<file path="config.mk">
export PLATFORM = sky130hd
export DESIGN_NAME = zero_suppressed_sequence_decoder_core
export DESIGN_NICKNAME = d
export VERILOG_FILES = /design/src/zssd_pkg.sv /design/src/zssd_fifo.sv /design/src/zssd_front.sv /design/src/zssd_back.sv /design/src/zero_suppressed_sequence_decoder_core.sv
export VERILOG_INCLUDE_DIRS = /design/src /design/src/src
export SDC_FILE = /design/constraint.sdc
export NUM_CORES = 1
export LEC_CHECK = 0
export BUFFER_PORTS_ARGS = -buffer_cell sky130_fd_sc_hd__buf_2
export CAP_MARGIN = 10
export CORE_UTILIZATION = 55
export DETAILED_ROUTE_END_ITERATION = 12
export PLACE_DENSITY = 0.83
export SYNTH_ARGS = -nofsm -noshare
export SYNTH_HDL_FRONTEND = slang
export SYNTH_HIERARCHICAL = 1
export SYNTH_SLANG_ARGS = --single-unit
</file>
<file path="constraint.sdc">
create_clock -name clk -period 7.74 [get_ports clk]
set_input_delay 0.774 -clock clk [delete_from_list [all_inputs] [get_ports clk]]
set_output_delay 0.774 -clock clk [all_outputs]
set_load 0.05 [all_outputs]
</file>
<file path="src/zero_suppressed_sequence_decoder_core_macros.svh">
// Assertion macros shared by the decoder modules.
// Each macro expects signals named clk and rst in the using module.
`ifndef ZERO_SUPPRESSED_SEQUENCE_DECODER_CORE_MACROS_SVH
`define ZERO_SUPPRESSED_SEQUENCE_DECODER_CORE_MACROS_SVH

// Consequent must hold in the same cycle as the antecedent.
`define ZSSD_ASSERT_SAME(label, ante, cons) \
  label: assert property (@(posedge clk) disable iff (rst) (ante) |-> (cons)) \
    else $error("zssd: same-cycle check failed");

// Consequent must hold in the cycle after the antecedent.
`define ZSSD_ASSERT_NEXT(label, ante, cons) \
  label: assert property (@(posedge clk) disable iff (rst) (ante) |=> (cons)) \
    else $error("zssd: next-cycle check failed");

`endif

</file>
<file path="src/zssd_pkg.sv">
package zssd_pkg;

  // Record index cap and width of the running ADC byte offset
  localparam int MaxRecords = 256;
  localparam int OffsetBits = 24;
  localparam int RecCap     = MaxRecords - 1;

  // Queue between front and back
  localparam int QueueDepth = 2;
  localparam int QueuePtrW  = (QueueDepth > 1) ? $clog2(QueueDepth) : 1;
  localparam int QueueCntW  = $clog2(QueueDepth + 1);

  // Saturation limits
  localparam logic [9:0] LenMax = 10'd1023;
  localparam logic [8:0] PadMax = 9'd256;
  localparam logic [7:0] CntMax = 8'd255;
  localparam logic [7:0] PadEnd = 8'd255;
  localparam logic [OffsetBits-1:0] OffMax = {OffsetBits{1'b1}};

  // Signed last-bin value meaning "no run yet on this pad"
  localparam logic signed [10:0] LastBinNone = -11'sd2;

  typedef enum logic [1:0] {
    ITEM_HEADER,
    ITEM_BANK_END,
    ITEM_SEQUENCE
  } item_kind_t;

  typedef enum logic [2:0] {
    STATUS_NEW       = 3'd0,
    STATUS_EXTEND    = 3'd1,
    STATUS_BANK_END  = 3'd2,
    STATUS_NO_HEADER = 3'd3,
    STATUS_BACKWARD  = 3'd4
  } status_t;

  // One classified descriptor word
  typedef struct packed {
    item_kind_t  kind;
    logic        bank_start;
    logic [1:0]  row;
    logic [7:0]  pad;
    logic [8:0]  start;
    logic [4:0]  len;
    logic        last_of_pad;
  } item_t;

endpackage

</file>
<file path="src/zssd_fifo.sv">
`include "zero_suppressed_sequence_decoder_core_macros.svh"

module zssd_fifo (
  input  logic            clk,
  input  logic            rst,
  input  logic            push,
  input  zssd_pkg::item_t push_item,
  input  logic            pop,
  output logic            full,
  output logic            not_empty,
  output zssd_pkg::item_t head
);

  zssd_pkg::item_t                      entries [zssd_pkg::QueueDepth];
  logic [zssd_pkg::QueuePtrW-1:0]       wr_ptr;
  logic [zssd_pkg::QueuePtrW-1:0]       rd_ptr;
  logic [zssd_pkg::QueueCntW-1:0]       count;

  assign full      = (count == zssd_pkg::QueueCntW'(zssd_pkg::QueueDepth));
  assign not_empty = (count != '0);
  assign head      = entries[rd_ptr];

  // Pointer and fill count
  always_ff @(posedge clk) begin
    if (rst) begin
      wr_ptr <= '0;
      rd_ptr <= '0;
      count  <= '0;
    end else begin
      if (push) begin
        wr_ptr <= (wr_ptr == zssd_pkg::QueuePtrW'(zssd_pkg::QueueDepth - 1)) ?
                  '0 : wr_ptr + 1'b1;
      end
      if (pop) begin
        rd_ptr <= (rd_ptr == zssd_pkg::QueuePtrW'(zssd_pkg::QueueDepth - 1)) ?
                  '0 : rd_ptr + 1'b1;
      end
      unique case ({push, pop})
        2'b10:   count <= count + 1'b1;
        2'b01:   count <= count - 1'b1;
        default: count <= count;
      endcase
    end
  end

  // Entry storage
  always_ff @(posedge clk) begin
    if (push) begin
      entries[wr_ptr] <= push_item;
    end
  end

  `ZSSD_ASSERT_SAME(a_fifo_pop_nonempty, pop, count != '0)
  `ZSSD_ASSERT_SAME(a_fifo_count_range, 1'b1, count <= zssd_pkg::QueueCntW'(zssd_pkg::QueueDepth))
  `ZSSD_ASSERT_NEXT(a_fifo_count_up, push && !pop, count == $past(count) + 1'b1)

endmodule

</file>
<file path="src/zssd_front.sv">
module zssd_front (
  input  logic            in_valid,
  output logic            in_stall,
  input  logic [15:0]     desc_word,
  input  logic            bank_start,
  input  logic            queue_full,
  output logic            push,
  output zssd_pkg::item_t item
);

  // (x / 6) by reciprocal: x * 43 >> 8 is exact for x below 128
  localparam logic [12:0] Div6Mul   = 13'd43;
  localparam int          Div6Shift = 8;

  logic [6:0]  raw_row;
  logic [6:0]  row_m1;
  logic [12:0] div_prod;
  logic        row_odd;

  assign in_stall = queue_full;
  assign push     = in_valid && !queue_full;

  // Padrow mapping: raw 0 -> 1, else ((raw-1)/6)%2 + 1
  assign raw_row  = desc_word[14:8];
  assign row_m1   = raw_row - 7'd1;
  assign div_prod = 13'(row_m1) * Div6Mul;
  assign row_odd  = div_prod[Div6Shift];

  // Classify the word and split out its fields
  always_comb begin
    item.bank_start  = bank_start;
    item.row         = (raw_row == '0) ? 2'd1 : {1'b0, row_odd} + 2'd1;
    item.pad         = desc_word[7:0];
    item.start       = desc_word[14:6];
    item.len         = desc_word[4:0];
    item.last_of_pad = desc_word[5];
    if (!desc_word[15]) begin
      item.kind = zssd_pkg::ITEM_SEQUENCE;
    end else if (desc_word[7:0] == zssd_pkg::PadEnd) begin
      item.kind = zssd_pkg::ITEM_BANK_END;
    end else begin
      item.kind = zssd_pkg::ITEM_HEADER;
    end
  end

endmodule

</file>
<file path="src/zssd_back.sv">
`include "zero_suppressed_sequence_decoder_core_macros.svh"

module zssd_back (
  input  logic            clk,
  input  logic            rst,
  input  logic            item_valid,
  input  zssd_pkg::item_t item,
  output logic            pop,
  output logic            out_valid,
  input  logic            out_stall,
  output logic [2:0]      status,
  output logic [1:0]      row_sel,
  output logic [8:0]      pad_num,
  output logic [7:0]      record_index,
  output logic [8:0]      start_bin,
  output logic [9:0]      run_length,
  output logic [23:0]     adc_offset
);

  localparam int OB = zssd_pkg::OffsetBits;

  // Decoder state
  logic                    header_seen, header_seen_next;
  logic                    halted, halted_next;
  logic [1:0]              cur_row, cur_row_next;
  logic [8:0]              cur_pad, cur_pad_next;
  logic [8:0]              prev_start, prev_start_next;
  logic signed [10:0]      last_bin, last_bin_next;
  logic [7:0]              record_count, record_count_next;
  logic [8:0]              rec_start, rec_start_next;
  logic [9:0]              rec_length, rec_length_next;
  logic [23:0]             rec_offset, rec_offset_next;
  logic [OB-1:0]           byte_offset, byte_offset_next;

  // State as seen after an optional bank start
  logic                    b_header_seen, b_halted;
  logic [1:0]              b_row;
  logic [8:0]              b_pad, b_prev;
  logic signed [10:0]      b_last;
  logic [7:0]              b_count;
  logic [8:0]              b_rec_start;
  logic [9:0]              b_rec_length;
  logic [23:0]             b_rec_offset;
  logic [OB-1:0]           b_offset;

  // Result of this beat
  logic                    res_valid;
  zssd_pkg::status_t       res_status;
  logic [1:0]              res_row;
  logic [8:0]              res_pad;
  logic [7:0]              res_index;
  logic [8:0]              res_start;
  logic [9:0]              res_length;
  logic [23:0]             res_offset;

  // Arithmetic helpers
  logic signed [10:0]      start_s, last_p1, run_end;
  logic [10:0]             len_sum;
  logic [OB:0]             off_sum;
  logic [31:0]             off_wide;
  logic [7:0]              count_m1;
  logic                    is_new;

  // Held result carries an error status
  logic                    out_err;

  assign pop = item_valid && (!out_valid || !out_stall);

  assign start_s  = $signed({2'b00, item.start});
  assign last_p1  = b_last + 11'sd1;
  assign run_end  = start_s + $signed({6'b000000, item.len}) - 11'sd1;
  assign is_new   = start_s > last_p1;
  assign len_sum  = {1'b0, b_rec_length} + 11'(item.len);
  assign off_sum  = {1'b0, b_offset} + (OB+1)'(item.len);
  assign off_wide = 32'(b_offset);

  // Bank start brings the state back to its reset values
  always_comb begin
    if (item.bank_start) begin
      b_header_seen = 1'b0;
      b_halted      = 1'b0;
      b_row         = 2'd1;
      b_pad         = '0;
      b_prev        = '0;
      b_last        = zssd_pkg::LastBinNone;
      b_count       = '0;
      b_rec_start   = '0;
      b_rec_length  = '0;
      b_rec_offset  = '0;
      b_offset      = '0;
    end else begin
      b_header_seen = header_seen;
      b_halted      = halted;
      b_row         = cur_row;
      b_pad         = cur_pad;
      b_prev        = prev_start;
      b_last        = last_bin;
      b_count       = record_count;
      b_rec_start   = rec_start;
      b_rec_length  = rec_length;
      b_rec_offset  = rec_offset;
      b_offset      = byte_offset;
    end
  end

  // Execute one classified word
  always_comb begin
    header_seen_next  = b_header_seen;
    halted_next       = b_halted;
    cur_row_next      = b_row;
    cur_pad_next      = b_pad;
    prev_start_next   = b_prev;
    last_bin_next     = b_last;
    record_count_next = b_count;
    rec_start_next    = b_rec_start;
    rec_length_next   = b_rec_length;
    rec_offset_next   = b_rec_offset;
    byte_offset_next  = b_offset;
    count_m1          = '0;
    res_valid         = 1'b0;
    res_status        = zssd_pkg::STATUS_NEW;
    res_row           = b_row;
    res_pad           = b_pad;
    res_index         = '0;
    res_start         = '0;
    res_length        = '0;
    res_offset        = off_wide[23:0];

    if (!b_halted) begin
      unique case (item.kind)
        zssd_pkg::ITEM_HEADER: begin
          cur_row_next      = item.row;
          cur_pad_next      = {1'b0, item.pad};
          header_seen_next  = 1'b1;
          record_count_next = '0;
          prev_start_next   = '0;
          last_bin_next     = zssd_pkg::LastBinNone;
        end
        zssd_pkg::ITEM_BANK_END: begin
          cur_row_next = item.row;
          cur_pad_next = {1'b0, item.pad};
          halted_next  = 1'b1;
          res_valid    = 1'b1;
          res_status   = zssd_pkg::STATUS_BANK_END;
          res_row      = item.row;
          res_pad      = {1'b0, item.pad};
        end
        zssd_pkg::ITEM_SEQUENCE: begin
          res_valid = 1'b1;
          if (!b_header_seen) begin
            halted_next = 1'b1;
            res_status  = zssd_pkg::STATUS_NO_HEADER;
          end else if (item.start < b_prev) begin
            halted_next = 1'b1;
            res_status  = zssd_pkg::STATUS_BACKWARD;
          end else begin
            if (is_new) begin
              res_status = zssd_pkg::STATUS_NEW;
              if (b_count < zssd_pkg::CntMax) begin
                record_count_next = b_count + 8'd1;
              end
              rec_start_next  = item.start;
              rec_length_next = 10'(item.len);
              rec_offset_next = off_wide[23:0];
            end else begin
              res_status = zssd_pkg::STATUS_EXTEND;
              if (b_count == '0) begin
                record_count_next = 8'd1;
              end
              rec_length_next = len_sum[10] ? zssd_pkg::LenMax : len_sum[9:0];
            end
            // Index within the pad, capped
            count_m1 = record_count_next - 8'd1;
            if ({2'b00, count_m1} > 10'(zssd_pkg::RecCap)) begin
              res_index = 8'(zssd_pkg::RecCap);
            end else begin
              res_index = count_m1;
            end
            res_start  = rec_start_next;
            res_length = rec_length_next;
            res_offset = rec_offset_next;

            byte_offset_next = off_sum[OB] ? zssd_pkg::OffMax : off_sum[OB-1:0];
            last_bin_next    = run_end;
            prev_start_next  = item.start;
            // Last run on this pad: step to the next pad
            if (item.last_of_pad) begin
              if (b_pad < zssd_pkg::PadMax) begin
                cur_pad_next = b_pad + 9'd1;
              end
              record_count_next = '0;
              prev_start_next   = '0;
              last_bin_next     = zssd_pkg::LastBinNone;
            end
          end
        end
        default: begin
        end
      endcase
    end
  end

  // State registers, advanced once per popped beat
  always_ff @(posedge clk) begin
    if (rst) begin
      header_seen  <= 1'b0;
      halted       <= 1'b0;
      cur_row      <= 2'd1;
      cur_pad      <= '0;
      prev_start   <= '0;
      last_bin     <= zssd_pkg::LastBinNone;
      record_count <= '0;
      rec_start    <= '0;
      rec_length   <= '0;
      rec_offset   <= '0;
      byte_offset  <= '0;
    end else if (pop) begin
      header_seen  <= header_seen_next;
      halted       <= halted_next;
      cur_row      <= cur_row_next;
      cur_pad      <= cur_pad_next;
      prev_start   <= prev_start_next;
      last_bin     <= last_bin_next;
      record_count <= record_count_next;
      rec_start    <= rec_start_next;
      rec_length   <= rec_length_next;
      rec_offset   <= rec_offset_next;
      byte_offset  <= byte_offset_next;
    end
  end

  // Output register
  always_ff @(posedge clk) begin
    if (rst) begin
      out_valid <= 1'b0;
    end else if (pop) begin
      out_valid <= res_valid;
    end else if (!out_stall) begin
      out_valid <= 1'b0;
    end
  end

  always_ff @(posedge clk) begin
    if (pop && res_valid) begin
      status       <= res_status;
      row_sel      <= res_row;
      pad_num      <= res_pad;
      record_index <= res_index;
      start_bin    <= res_start;
      run_length   <= res_length;
      adc_offset   <= res_offset;
    end
  end

  assign out_err = (status == zssd_pkg::STATUS_BANK_END) ||
                   (status == zssd_pkg::STATUS_NO_HEADER) ||
                   (status == zssd_pkg::STATUS_BACKWARD);

  `ZSSD_ASSERT_SAME(a_err_implies_halted, out_valid && out_err, halted)
  `ZSSD_ASSERT_NEXT(a_halted_silent, pop && halted && !item.bank_start, !out_valid)
  `ZSSD_ASSERT_SAME(a_no_header_no_count, !header_seen, record_count == '0)

endmodule

</file>
<file path="src/zero_suppressed_sequence_decoder_core.sv">
// Channel  Valid      Stall      Payload
// input    in_valid   in_stall   desc_word, bank_start
// output   out_valid  out_stall  status, row_sel, pad_num, record_index,
//                                start_bin, run_length, adc_offset
//
// One descriptor word per cycle sustained while out_stall is low; an input
// beat passes through the queue entry, then the execute stage that loads the
// output register. The execute stage updates all decoder state together.
// Synchronous active-high rst clears the queue, the output valid flag and all
// decoder state. Output stall holds the result and backs up the two-entry
// queue; input stall rises only when that queue is full.
module zero_suppressed_sequence_decoder_core (
  input  logic        clk,
  input  logic        rst,
  input  logic        in_valid,
  output logic        in_stall,
  input  logic [15:0] desc_word,
  input  logic        bank_start,
  output logic        out_valid,
  input  logic        out_stall,
  output logic [2:0]  status,
  output logic [1:0]  row_sel,
  output logic [8:0]  pad_num,
  output logic [7:0]  record_index,
  output logic [8:0]  start_bin,
  output logic [9:0]  run_length,
  output logic [23:0] adc_offset
);

  logic            push;
  logic            pop;
  logic            queue_full;
  logic            queue_valid;
  zssd_pkg::item_t front_item;
  zssd_pkg::item_t queue_head;

  // Decode and classify incoming words
  zssd_front u_front (
    .in_valid   (in_valid),
    .in_stall   (in_stall),
    .desc_word  (desc_word),
    .bank_start (bank_start),
    .queue_full (queue_full),
    .push       (push),
    .item       (front_item)
  );

  // Short queue between front and back
  zssd_fifo u_fifo (
    .clk       (clk),
    .rst       (rst),
    .push      (push),
    .push_item (front_item),
    .pop       (pop),
    .full      (queue_full),
    .not_empty (queue_valid),
    .head      (queue_head)
  );

  // Execute words and hold the result
  zssd_back u_back (
    .clk          (clk),
    .rst          (rst),
    .item_valid   (queue_valid),
    .item         (queue_head),
    .pop          (pop),
    .out_valid    (out_valid),
    .out_stall    (out_stall),
    .status       (status),
    .row_sel      (row_sel),
    .pad_num      (pad_num),
    .record_index (record_index),
    .start_bin    (start_bin),
    .run_length   (run_length),
    .adc_offset   (adc_offset)
  );

endmodule
</file>
==> results.sh <==
export IMPL_syn_to_final_growth_pct=10.64
export IMPL_post_route_cell_area_um2=14280
export IMPL_diodes=0
export IMPL_synth_seq_area_share=0.4582
export IMPL_antenna_found_initial=0
export IMPL_grt_pass1_wl_um=49610
export IMPL_die_h_um=155.2
export IMPL_cts_made_buffers=25
export IMPL_drive_gt1_frac=0.1591
export IMPL_clk_path_buf_depth=3
export IMPL_wire_per_inst_um=18.23
export IMPL_fin_crit_sh=0.6704
export IMPL_yosysWarnings=6
export IMPL_std_cell_rows=55
export IMPL_cts_htree_levels=1
export IMPL_crit_fanout=41
export IMPL_final_hold_viol_count=0
export IMPL_dieWidth_um=155.2
export IMPL_max_freq_ghz=0.1927
export IMPL_synth_main_ff_cell="edfxtp_1"
export IMPL_coreArea_um2=22850
export IMPL_netlist_instances=1340
export IMPL_viasPerCell=6.132
export IMPL_cts_tree="built"
export IMPL_rsz0062_at_grt="false"
export IMPL_via_count=10474
export IMPL_fp_dieArea_um2=24090
export IMPL_cp_data_required_time_ns=7.99
export IMPL_cts_root_buf="clkbuf_16"
export IMPL_avgSynthCellArea_um2=9.634
export IMPL_drt_pass1_iterations=5
export IMPL_clock_sinks=235
export IMPL_clk_pin_slew_ns=0.06
export IMPL_io_buffers=87
export IMPL_start_util=0.5651
export IMPL_cap_violations=0
export IMPL_synth_edf_count=121
export IMPL_cp_slowest_cell="a31oi_2"
export IMPL_gr_total_overflow=0
export IMPL_hold_class="reg2reg"
export IMPL_crit_path_max_incr_delay_ns=0.87
export IMPL_p_leak_nw=5.436
export IMPL_criticalPathCategory="reg2reg"
export IMPL_final_max_slew_viol_count=0
export IMPL_reg2reg_slack_ns=2.55
export IMPL_place_congestion=0.9162
export IMPL_start_kind="register"
export IMPL_cts_resized=0
export IMPL_grt_max_degree=53
export IMPL_holdBufCountCts=0
export IMPL_peakVddDrop_uv=173.3
export IMPL_mostFrequentLayoutCell="nand2_1"
export IMPL_arrival_ns=5.44
export IMPL_hold_ws_ns=0.4540
export IMPL_tightest_slew_ns=1.098
export IMPL_outcome="finished, final reports clean"
export IMPL_detailed_place_hpwl_um=21270
export IMPL_synth_seq_cells=235
export IMPL_ioPinCount=88
export IMPL_cp_cell_sequence="mux2_2, buf_4, inv_1, o21a_1, ha_1, a21oi_1, o21ai_0, o31ai_2, nand4_1, a31oi_2, a2bb2oi_2, o211ai_1, nor4_1, mux2i_1"
export IMPL_place_area_um2=13400
export IMPL_syn_num_nets=1437
export IMPL_cts_setup_buffers=0
export IMPL_power_density_nw_per_um2=327.4
export IMPL_async_flop_share=0
export IMPL_drc_errors=0
export IMPL_finClkSkew_ns=0.02386
export IMPL_fillers=1884
export IMPL_utilization=0.6252
export IMPL_nets=1473
export IMPL_grt_pass1_vias=9816
export IMPL_finalCriticalPeriod_ns=5.189
export IMPL_end_kind="register"
export IMPL_ys_types=83
export IMPL_tns_ns=0
export IMPL_clk_latency_ns=0.53
export IMPL_drt_iter0_markers=893
export IMPL_most_common_layout_cells="149 x nand2_1, 121 x edfxtp_1, 114 x dfxtp_1, 98 x nor2_1, 94 x a21oi_1"
export IMPL_multi_input_comb_area_um2=6215
export IMPL_setup_violations=0
export IMPL_drt_total_wl_um=31130
export IMPL_min_delay_start="u_back/rec_start[4]$_SDFFE_PP0P_"
export IMPL_power_total_mw=4.677
export IMPL_synth_area_um2=12910
export IMPL_seq_area_um2=5916
export IMPL_drtAntennaViolNets=0
export IMPL_max_slew_margin=0.2655
export IMPL_grt_usage=0.2564
sequential cells by signal (all words and copies together) (netlist names), 3 cells and up, named ones only:
name / count
u_back/rec_offset: 24
u_fifo/entries: 56
u_back/pad_num: 9
u_back/adc_offset: 24
u_back/byte_offset: 24
u_back/prev_start: 9
u_back/run_length: 10
u_back/rec_start: 9
u_back/last_bin: 11
u_back/record_index: 8
u_back/rec_length: 10
u_back/status: 3
u_back/record_count: 8
u_back/cur_pad: 9
u_back/start_bin: 9
cell type report:
type,instances,area share
sequential,235,0.4142
tap,313,0.02742
clock inverter,15,0.01288
multi-input combinational,926,0.4351
inverter,84,0.02207
clock buffer,31,0.04897
timing repair buffer,104,0.03942
power by group:
part | internal (mW) | leakage [nW] | switching, mW
Combinational | 0.485 | 2.94 | 1.30
Sequential | 1.55 | 2.06 | 0.0702
Clock | 0.776 | 0.437 | 0.494
Total | 2.81 | 5.44 | 1.86
layer usage:
layer,share of wire,global-route usage,up-vias
li1,-,-,4914
met3,0.079,0.04150,75
met1,0.42,0.3385,4988
met5,0,0,-
met2,0.48,0.4271,497
met4,0.028,0.09150,0
Yosys cell counts (all sizes together), types with 13 or more instances:
library cell  number  share of area
nand2            149          0.043
edfxtp           121           0.28
dfxtp            114           0.18
nor2              99          0.029
a21oi             94          0.036
inv               84          0.024
o21ai             79          0.031
ha                67          0.065
clkbuf            49          0.014
buf               46          0.023
mux2              44          0.038
a22o              32          0.022
nor3              30          0.013
nor2b             27          0.013
xnor2             26          0.018
nand3             24         0.0097
a22oi             19          0.011
a31oi             19         0.0092
nand4             17         0.0094
and3              13         0.0063
or3               13         0.0068
through the flow:
stage / setup WS, ns / std cells
2_1_floorplan: 2.488 / 1340
6_report: 2.551 / 1708
3_3_place_gp: 2.753 / 1662
5_1_grt: 2.268 / 1708
4_1_cts: 2.624 / 1708
3_5_place_dp: 2.668 / 1662
kinds of logic after synthesis:
logic type	Yosys count	share of synthesized area
AND/OR/NAND/NOR	419	0.1582
XOR/XNOR	33	0.02239
adder cells (fa/ha/maj)	76	0.07889
AO/OA/AOI/OAI	346	0.1763
buffers and inverters	179	0.06145
flip-flops	235	0.4582
multiplexers	52	0.04458
critical path: cells and delay by family, from the launching register on:
kind / cells / cell delay [ns]
flip-flops: 1 / 0.36
buffers and inverters: 2 / 0.79
AND/OR/NAND/NOR: 2 / 0.75
adder cells (fa/ha/maj): 1 / 0.25
multiplexers: 2 / 0.47
AO/OA/AOI/OAI: 7 / 2.29
worst paths after layout:
kind,endpoint,cells past startpoint
max,u_back/record_index[7]$_SDFFCE_PP0P_,14
max reg2reg,u_back/record_index[7]$_SDFFCE_PP0P_,14
min,u_back/rec_start[4]$_SDFFE_PP0P_,2
min reg2reg,u_back/rec_start[4]$_SDFFE_PP0P_,2
Power figures use the tool's default switching activity.
